### config.mk
export PLATFORM = sky130hd
export DESIGN_NAME = bmp_controller
export DESIGN_NICKNAME = d
export VERILOG_FILES = /design/src/design/bmp_pkg.sv /design/src/design/bmp_controller.sv
export SDC_FILE = /design/constraint.sdc
export NUM_CORES = 1
export LEC_CHECK = 0
export BUFFER_PORTS_ARGS = -buffer_cell sky130_fd_sc_hd__buf_4
export CAP_MARGIN = 20
export CELL_PAD_IN_SITES_DETAIL_PLACEMENT = 1
export CELL_PAD_IN_SITES_GLOBAL_PLACEMENT = 1
export CORE_ASPECT_RATIO = 0.9
export CORE_MARGIN = 8
export CORE_UTILIZATION = 40
export CTS_CLUSTER_DIAMETER = 40
export DETAILED_ROUTE_END_ITERATION = 8
export PLACE_DENSITY_LB_ADDON = 0.05
export SLEW_MARGIN = 20
export SYNTH_ARGS = -nofsm -noshare
export SYNTH_HDL_FRONTEND = slang
export SYNTH_SLANG_ARGS = --single-unit
### constraint.sdc
create_clock -name clock -period 2 [get_ports clock]
set_input_delay 0.6 -clock clock [delete_from_list [all_inputs] [get_ports clock]]
set_output_delay 0.6 -clock clock [all_outputs]
set_load 0.02 [all_outputs]
### src/design/bmp_pkg.sv
// shared types, command codes and arithmetic helpers for the bone matrix palette unit
`timescale 1ns / 1ps
package bmp_pkg;

   localparam int DEFAULT_MAX_BONES = 64;

   typedef logic [5:0]         bone_idx_type;
   typedef logic signed [6:0]  parent_type;
   typedef logic [1:0]         row_type;
   typedef logic signed [31:0] q16_type;
   typedef logic [63:0]        quat_type;
   typedef logic [47:0]        scale_type;
   typedef logic [127:0]       mat_row_type;

   localparam q16_type ONE_Q16 = 32'sd65536;

   localparam logic CMD_LOAD = 1'b0;
   localparam logic CMD_POSE = 1'b1;

   // datapath operations
   localparam logic [4:0] OP_NOP  = 5'd0;
   localparam logic [4:0] OP_TAKE = 5'd1;
   localparam logic [4:0] OP_CLR  = 5'd2;
   localparam logic [4:0] OP_QMUL = 5'd3;
   localparam logic [4:0] OP_QACC = 5'd4;
   localparam logic [4:0] OP_SMUL = 5'd5;
   localparam logic [4:0] OP_SACC = 5'd6;
   localparam logic [4:0] OP_ROOT = 5'd7;
   localparam logic [4:0] OP_PRD  = 5'd8;
   localparam logic [4:0] OP_GMUL = 5'd9;
   localparam logic [4:0] OP_GACC = 5'd10;
   localparam logic [4:0] OP_WR   = 5'd11;
   localparam logic [4:0] OP_ORD  = 5'd12;
   localparam logic [4:0] OP_OLD  = 5'd13;
   localparam logic [4:0] OP_FMUL = 5'd14;
   localparam logic [4:0] OP_FACC = 5'd15;
   localparam logic [4:0] OP_EMIT = 5'd16;

   typedef struct packed {
      logic [4:0] op;
      logic [1:0] i;
      logic [1:0] j;
   } cmd_type;

   typedef struct packed {
      logic clr_last;
      logic req_pose;
      logic is_root;
      logic out_free;
   } status_type;

   function automatic q16_type sat32(input logic signed [67:0] x);
      logic same;
      same = (&x[67:31]) | ~(|x[67:31]);
      if (same) begin
         return x[31:0];
      end else if (x[67]) begin
         return 32'sh8000_0000;
      end else begin
         return 32'sh7fff_ffff;
      end
   endfunction

   function automatic logic signed [67:0] sext68(input logic signed [63:0] v);
      return {{4{v[63]}}, v};
   endfunction

endpackage

### src/design/bmp_controller.sv
// controller: sequences the clearing pass and the per-bone matrix steps
`timescale 1ns / 1ps
module bmp_controller (
   input  logic                clock,
   input  logic                reset,
   input  logic                req_valid,
   output logic                req_ready,
   input  bmp_pkg::status_type status,
   output bmp_pkg::cmd_type    cmd
);
   import bmp_pkg::*;

   localparam logic [3:0] ST_CLEAR = 4'd0;
   localparam logic [3:0] ST_IDLE  = 4'd1;
   localparam logic [3:0] ST_QMUL  = 4'd2;
   localparam logic [3:0] ST_QACC  = 4'd3;
   localparam logic [3:0] ST_SMUL  = 4'd4;
   localparam logic [3:0] ST_SACC  = 4'd5;
   localparam logic [3:0] ST_ROOT  = 4'd6;
   localparam logic [3:0] ST_PRD   = 4'd7;
   localparam logic [3:0] ST_GMUL  = 4'd8;
   localparam logic [3:0] ST_GACC  = 4'd9;
   localparam logic [3:0] ST_WR    = 4'd10;
   localparam logic [3:0] ST_ORD   = 4'd11;
   localparam logic [3:0] ST_OLD   = 4'd12;
   localparam logic [3:0] ST_FMUL  = 4'd13;
   localparam logic [3:0] ST_FACC  = 4'd14;
   localparam logic [3:0] ST_EMIT  = 4'd15;

   logic [3:0] state_ff, state_in;
   logic [1:0] i_ff, i_in;
   logic [1:0] j_ff, j_in;

   always_ff @(posedge clock) begin
      if (reset) begin
         state_ff <= ST_CLEAR;
         i_ff     <= '0;
         j_ff     <= '0;
      end else begin
         state_ff <= state_in;
         i_ff     <= i_in;
         j_ff     <= j_in;
      end
   end

   assign req_ready = (state_ff == ST_IDLE);

   always_comb begin
      state_in = state_ff;
      i_in     = i_ff;
      j_in     = j_ff;
      cmd.op   = OP_NOP;
      cmd.i    = i_ff;
      cmd.j    = j_ff;
      case (state_ff)
         ST_CLEAR: begin
            cmd.op = OP_CLR;
            if (status.clr_last) begin
               state_in = ST_IDLE;
            end
         end
         ST_IDLE: begin
            if (req_valid) begin
               cmd.op = OP_TAKE;
               if (status.req_pose) begin
                  state_in = ST_QMUL;
                  i_in     = '0;
                  j_in     = '0;
               end
            end
         end
         ST_QMUL: begin
            cmd.op   = OP_QMUL;
            state_in = ST_QACC;
         end
         ST_QACC: begin
            cmd.op = OP_QACC;
            if (j_ff == 2'd2) begin
               state_in = ST_SMUL;
               j_in     = '0;
            end else begin
               state_in = ST_QMUL;
               j_in     = j_ff + 2'd1;
            end
         end
         ST_SMUL: begin
            cmd.op   = OP_SMUL;
            state_in = ST_SACC;
         end
         ST_SACC: begin
            cmd.op = OP_SACC;
            if (i_ff == 2'd2) begin
               i_in     = '0;
               state_in = status.is_root ? ST_ROOT : ST_PRD;
            end else begin
               i_in     = i_ff + 2'd1;
               state_in = ST_SMUL;
            end
         end
         ST_ROOT: begin
            cmd.op   = OP_ROOT;
            state_in = ST_WR;
         end
         ST_PRD: begin
            cmd.op   = OP_PRD;
            state_in = ST_GMUL;
            j_in     = '0;
         end
         ST_GMUL: begin
            cmd.op   = OP_GMUL;
            state_in = ST_GACC;
         end
         ST_GACC: begin
            cmd.op = OP_GACC;
            if (j_ff == 2'd3) begin
               j_in = '0;
               if (i_ff == 2'd2) begin
                  i_in     = '0;
                  state_in = ST_WR;
               end else begin
                  i_in     = i_ff + 2'd1;
                  state_in = ST_PRD;
               end
            end else begin
               j_in     = j_ff + 2'd1;
               state_in = ST_GMUL;
            end
         end
         ST_WR: begin
            cmd.op = OP_WR;
            if (i_ff == 2'd2) begin
               i_in     = '0;
               state_in = ST_ORD;
            end else begin
               i_in = i_ff + 2'd1;
            end
         end
         ST_ORD: begin
            cmd.op   = OP_ORD;
            state_in = ST_OLD;
         end
         ST_OLD: begin
            cmd.op = OP_OLD;
            if (i_ff == 2'd3) begin
               i_in     = '0;
               j_in     = '0;
               state_in = ST_FMUL;
            end else begin
               i_in     = i_ff + 2'd1;
               state_in = ST_ORD;
            end
         end
         ST_FMUL: begin
            cmd.op   = OP_FMUL;
            state_in = ST_FACC;
         end
         ST_FACC: begin
            cmd.op = OP_FACC;
            if (j_ff == 2'd3) begin
               state_in = ST_EMIT;
            end else begin
               j_in     = j_ff + 2'd1;
               state_in = ST_FMUL;
            end
         end
         ST_EMIT: begin
            // bottom row goes straight from the offset matrix
            if (status.out_free) begin
               cmd.op = OP_EMIT;
               if (i_ff == 2'd3) begin
                  i_in     = '0;
                  state_in = ST_IDLE;
               end else if (i_ff == 2'd2) begin
                  i_in = 2'd3;
               end else begin
                  i_in     = i_ff + 2'd1;
                  j_in     = '0;
                  state_in = ST_FMUL;
               end
            end
         end
         default: begin
            state_in = ST_IDLE;
         end
      endcase
   end

endmodule

Word level (Yosys, flattened, before mapping)
Index checks and enable logic that the tools add are counted.
- flip-flop bits (word level): 8
- latch bits: 0
- RAM bits: 0
- memory bits (read-only): 0
- bits of input ports: 7
- logic and storage cells: 77
- memories: 0
- add/subtract/negate cells: 2
- multipliers: 0
- divide/modulo/power cells: 0
- magnitude comparators: 0
- eq/ne operators: 30
- shift operators: 0
- muxes and demuxes: 35
- bitwise gates (word level): 0
- reduce and logical (&&, ||, !) cells: 7
- operators with widths (operator ; number):
    $pmux 5 s16 ; 1
    $pmux 4 s16 ; 1
    $mux 4 ; 9
    $mux 2 ; 17
    $eq 4x4->1 const B ; 8
    $ne 2x2->1 const B ; 9
    $eq 4x3->1 const B ; 4
    $pmux 2 s7 ; 1
    $pmux 2 s5 ; 1
    $eq 2x2->1 const B ; 4
    $eq 4x2->1 const B ; 2
    $reduce_and 8->1 ; 1
    $reduce_bool 7->1 ; 1
    $mux 3 ; 2
    $reduce_and 6->1 ; 1
    $mux 5 ; 1
    $reduce_and 5->1 ; 1
    $reduce_bool 5->1 ; 1
    $add 2x1->2 const B ; 2
    $eq 4x1->1 const B ; 1
    $logic_not 4->1 ; 1
    $ne 3x3->1 const B ; 1
    $mux 1 ; 2
    $ne 2x1->1 const B ; 1
    $reduce_or 2->1 ; 1

Longest topological paths before layout
Gate-level depths: netlist of the first run.
- depth after elaboration: 5
- mapped depth: 8

Worst setup path after synthesis of the first run
No wires, ideal clock.
- path kind: register to output
- from: reg state_ff[3]
- to: out cmd[4] (netlist bit)
- arrival time: 1345 ps
- data required time: 1400 ps
- path slack: 55 ps
- cell stages (with the launch flop): 5
- buffers on the path: 2
- cell sequence: dfxtp_1 > buf_4 > clkbuf_1 > nor2_2 > o21ai_0
- RTL lines (element ; line ; RTL):
    start, declared ; bmp_controller.sv:30 ; logic [3:0] state_ff, state_in;
    start signal, assigned ; bmp_controller.sv:40 ; state_ff <= state_in;
    end, declared ; bmp_controller.sv:9 ; output bmp_pkg::cmd_type cmd

==> results.tsv, run 1 <==
metric	value	unit
leak pwr	0.5514	nW
total congestion overflow	0	
clock skew	0.0004602	ns
area grow syn2layout	23.01	%
Post-synth EDFFs	0	
pin count of the biggest net entering global routing	15	
share of cells above drive strength 1	27.95	%
Clock transition at path regs	0.07	ns
final wirelength	3434	µm
DR iter-0 viols	34	
clock tree sinks	8	
syn avg cell area	7.534	µm²
Routed wire per std cell	18.17	µm
top cell type's share of synthesized area	15.18	%
die area	4538	µm²
Final Setup Violations	0	
Startpoint Class	flop	
Global Route Usage Sum	14.66	%
initial antenna violation count	0	
Syn Nets	158	
Die X	70.13	µm
Async SR Flop Fraction	0	%
Rows	17	
max cap viols	0	
fin crit share	98.54	%
CTS tree	yes	
top post-synthesis cells by area	dfxtp_1 (15%), ha_1 (13%), o21ai_0 (5.7%), buf_4 (3.6%), a21oi_1 (3.3%)	
hpwl dp	2627	µm
vias in the first global route	1119	
Mapped Area	1055	µm²
Layout Cells excl Fill	189	
Mapped Cells	140	
Worst Path Max Fanout	13	
Vias	1138	
Hold Slack	0.5522	ns
core box area	2489	µm²
IO buf count	16	
Max transition margin	76.24	%
Final nets	181	
DRC viols	0	
num ports	17	
CTS root buf	clkbuf_4	
TritonCTS buffer count	3	
Antenna Cells	0	
unrepaired setup endpoints after global routing	yes	
fin. max-slew vios	0	
Final GP Congestion	0.8683	
kind of critical path	flop to output pin	
Distinct cells, synth	51	
Synth area leader	dfxtp_1	
hold crit path type	flop to flop	
H-tree Lvls	1	
flops & latches, synth	8	
outcome	complete, no violations	
deepest clock path buffer count	2	
Chip Height	64.72	µm
sequential share of the synthesized area	15.18	%
path depth of the worst reg2reg path	7	
crit path DAT	1.37	ns
minimum clock period after layout	1.971	ns
clk_lat worst skew	0.27	ns
CP Capture Type	output pin	
Initial Utilization	42.38	%
placed insts	184	
final hold vios	0	
Pwr Total	0.5694	mW
Critical Path RT	1.40	ns
Final ANT Viol Nets	0	
hold path cells	2	
worst vdd ir	413.7	µV
Fmax	507.4	MHz
setup ws final	0.02923	ns
final cell area excluding filler cells	1297	µm²
Cell Pwr Density	438.8	nW/µm²
first-pass GRT wire length	5513	µm
cts-stage hold buffer count	0	
worst-margin pin slew	0.3509	ns
first drt pass iteration count	4	
Warnings, synthesis	0	
Main synth FF type	dfxtp_1	
DP Area	1221	µm²
Via density	6.021	
dpl ws	0.1122	ns
## layout by cell type (no fill, tap or decap), drive strengths merged, types with 2 or more instances in the layout
master / instances
inv: 5
a21oi: 7
and2b: 3
nand2b: 5
xnor2: 3
nor2: 10
o21ai: 12
dfxtp: 8
nand2: 9
buf: 29
a311oi: 2
a21bo: 2
a211oi: 4
clkbuf: 3
nor2b: 3
nor3b: 2
o2111ai: 3
o311ai: 2
and3b: 2
and2: 3
nand3: 5
xor2: 2
nor3: 5
ha: 11
## layer usage
metal | part of all wire (%) | up-vias | global-route usage (%)
met5 | 0 | - | 0
met1 | 48 | 559 | 18.04
met2 | 46 | 22 | 24.52
li1 | - | 550 | -
met4 | 1.5 | 0 | 3.509
met3 | 4.3 | 7 | 4.414
## synthesized netlist by cell type, drive strengths merged (4+ instances only)
cell	number
a211oi	4
buf	10
o21ai	12
inv	5
nand2	9
nand3	5
a21oi	7
dfxtp	8
nor2	10
ha	11
nor3	5
nand2b	5
## report_power, final
group | internal (mW) | leakage (nW) | total, mW | switching [mW]
Sequential | 0.170 | 0.0678 | 0.196 | 0.0255
Combinational | 0.103 | 0.470 | 0.227 | 0.124
Clock | 0.0697 | 0.0138 | 0.147 | 0.0772
Total | 0.343 | 0.551 | 0.569 | 0.227
## final cells by class
cell class | instances | area [µm²]
inverters | 6 | 22.52
clock buffers | 3 | 22.52
well taps | 28 | 35.03
multi-input cells | 115 | 827.0
repair buffers | 29 | 217.7
fillers | 318 | 1191
flip-flops and latches | 8 | 172.7
## worst max-delay path: stages (launching register included)
cell,delay (ns)
dfxtp_4,0.40
or2_4,0.26
nor2_4,0.10
nand3_1,0.09
o21ai_1,0.09
buf_4,0.16
## registers in the layout, indices dropped and copies added (netlist names)
register  count
state_ff      4
j_ff          2
i_ff          2
## timing repair
| item | in CTS | in global routing |
|---|---|---|
| resized for setup | 7 | 7 |
| endpoints found under the setup margin | 5 | 7 |
| gates cloned | 0 | 0 |
| buffers inserted | 0 | 2 |
## stage by stage
stage | setup TNS [ns] | utilization (%)
CTS | 0 | 50.63
detailed placement | 0 | 49.07
floorplan | 0 | -
global route | -0.02569 | 52.14
global placement | 0 | 49.07
finish | 0 | 52.14
## path summary, 6_finish.rpt
path / start / end / slack (ns)
max: state_ff[2] / cmd[4] / 0.03
min: i_ff[0] / i_ff[0] / 0.55
max reg2reg: i_ff[0] / state_ff[2] / 0.15
min reg2reg: i_ff[0] / i_ff[0] / 0.55
## cell families after synthesis
| kind of cell | share of synthesized area, % |
|---|---|
| buffers and inverters | 8.896 |
| and+or+nand+nor | 28.23 |
| DFF | 15.18 |
| adders and majority gates | 13.05 |
| muxes | 0.9490 |
| xor gates and xnor gates | 4.153 |
| AOI/OAI and AO/OA | 29.54 |
No activity file was read; power rests on OpenSTA's default activity.
==> inputs of run 2 (changes only) <==
- BUFFER_PORTS_ARGS: -buffer_cell sky130_fd_sc_hd__buf_4 -> -buffer_cell sky130_fd_sc_hd__clkbuf_2
==> results.tsv, run 2 (synthesis gave the netlist of run 1 again) <==
metric	value	unit	change
outcome	complete, no violations		
Fmax	519.0	MHz	+2.3%
fin crit share	96.33	%	-2.2 points
Internal Power	0.3366	mW	-1.8%
max cap viols	0		unchanged
unrepaired setup endpoints after global routing	yes		
max reg flops	4		unchanged
clock skew	0.01116	ns	+0.01070 ns
pin count of the biggest net entering global routing	17		+2
Chip Height	64.72	µm	unchanged
Switching Fraction	38.40	%	-1.4 points
Rows	17		unchanged
cts-stage hold buffer count	0		unchanged
Worst Setup EP	cmd[7]		
Setup Total Neg Slack	0	ns	unchanged
Max transition margin	72.25	%	-4.0 points
Critical Path RT	1.40	ns	about the same
Final GP Congestion	0.8787		+1.2%
crit path launch	state_ff[2]		
Startpoint Class	flop		
CP Capture Type	output pin		
final core utilization	51.43	%	-0.70 points
Net Sw Power	0.2098	mW	-7.4%
minimum clock period after layout	1.927	ns	-0.04408 ns
path depth of the worst reg2reg path	8		+1
fin. max-slew vios	0		unchanged
clock group share of total power	24.4	%	-1.4 points
Via density	5.881		-2.3%
Clock transition at path regs	0.07	ns	about the same
Cell Pwr Density	426.9	nW/µm²	-2.7%
CTS root buf	clkbuf_4		
Final Setup Violations	0		unchanged
DP Area	1204	µm²	-1.4%
final hold vios	0		unchanged
Vias	1135		-0.26%
TritonCTS buffer count	3		unchanged
Filler cells	329		+3.5%
total congestion overflow	0		unchanged
hpwl dp	2529	µm	-3.7%
hold crit path type	flop to flop		
Seq pwr share	36.1	%	+1.7 points
commonest non-fill, non-tap cell in the layout	buf_4		
IO buf count	16		unchanged
leak pwr	0.5640	nW	+2.3%
worst-margin pin slew	0.4159	ns	+0.06498 ns
Worst Path Max Fanout	7		-6
final cell area excluding filler cells	1280	µm²	-1.3%
r2r setup slk	0.18	ns	+0.03 ns
final wirelength	3279	µm	-4.5%
num ports	17		unchanged
area grow syn2layout	21.35	%	
first-pass GRT wire length	5437	µm	-1.4%
first drt pass iteration count	4		unchanged
Routed wire per std cell	16.99	µm	-6.5%
Die X	70.13	µm	unchanged
share of cells above drive strength 1	28.48	%	+0.53 points
Final ANT Viol Nets	0		unchanged
die area	4538	µm²	unchanged
CTS tree	yes		
r2r endpoint	state_ff[0]		
Largest regs	state_ff x4, i_ff x2, j_ff x2		
DRC viols	0		unchanged
clock tree sinks	8		unchanged
H-tree Lvls	1		unchanged
Gate power share	39.5	%	-0.3 points
DR iter-0 viols	47		+38%
Hold Slack	0.5348	ns	-0.01738 ns
Antenna Cells	0		unchanged
Final nets	185		+2.2%
Critical R2R Launch	i_ff[0]		
deepest clock path buffer count	2		unchanged
Initial Utilization	42.38	%	unchanged
Global Route Usage Sum	14.53	%	-0.13 points
Top reg by flops	state_ff		
core box area	2489	µm²	unchanged
most frequent cells in the layout	buf_4 (17), clkbuf_2 (14), o21ai_0 (12)		
worst vdd ir	300.1	µV	-27%
vias in the first global route	1110		-0.80%
initial antenna violation count	0		unchanged
clk_lat worst skew	0.26	ns	about the same
crit path DAT	1.33	ns	-0.04 ns
kind of critical path	flop to output pin		
-- run 2: cell types whose count changed in the layout (fill, tap and decap cells not counted), sizes merged --
cell    before  now
clkbuf       3   17
buf         29   19
-- run 2: area by class of cell --
type | count | area [µm²] | area share [%]
inverters | 6 | 22.52 | 1.760
clock buffers | 3 | 22.52 | 1.760
multi-input cells | 115 | 813.3 | 63.54
flip-flops and latches | 8 | 172.7 | 13.49
repair buffers | 33 | 214.0 | 16.72
well taps | 28 | 35.03 | 2.737
-- run 2: timing repair --
action / CTS / global route
setup endpoints to repair: 6 / 8
buffers inserted: 2 / 1
pin swaps: 0 / 1
resized for setup: 8 / 7
-- run 2: worst max-delay path: stages, from the launching register on --
cell and delay, ns:
dfxtp_4 0.39, buf_4 0.13, and2_0 0.15, nand2_1 0.08, xnor2_1 0.13, buf_2 0.18
-- run 2: power by group through the flow --
stage,clock network (mW),logic [mW],registers (mW)
global route,0.151,0.239,0.201
global placement,0,0.205,0.199
CTS,0.139,0.215,0.197
detailed placement,0,0.212,0.201
floorplan,0,0.146,0.198
finish,0.133,0.216,0.197
-- run 2: worst min-delay path by stage --
stage          slack (ns)  depth (start not counted)       to  startpoint
6_report             0.53                          2  i_ff[0]     i_ff[0]
5_1_grt              0.60                          2  i_ff[0]     i_ff[0]
4_1_cts              0.57                          2  i_ff[0]     i_ff[0]
3_5_place_dp         0.57                          2  i_ff[0]     i_ff[0]
3_3_place_gp         0.55                          2  i_ff[0]     i_ff[0]
2_1_floorplan        0.62                          2  i_ff[0]     i_ff[0]
-- run 2: layer usage --
metal / track usage (%) / up-vias / share of wire, %
li1: - / 560 / -
met1: 18.81 / 539 / 50
met2: 22.12 / 32 / 44
met3: 3.653 / 4 / 5.0
met4: 6.767 / 0 / 1.2
met5: 0 / - / 0
-- run 2: per-stage QoR --
step / worst slack (ns) / cells / power (mW)
2_1_floorplan: 0.05452 / 140 / 0.3436
3_3_place_gp: 0.1499 / 187 / 0.4041
3_5_place_dp: 0.09340 / 187 / 0.4133
4_1_cts: 0.02602 / 192 / 0.5515
5_1_grt: -0.01139 / 193 / 0.5914
6_report: 0.07331 / 193 / 0.5464
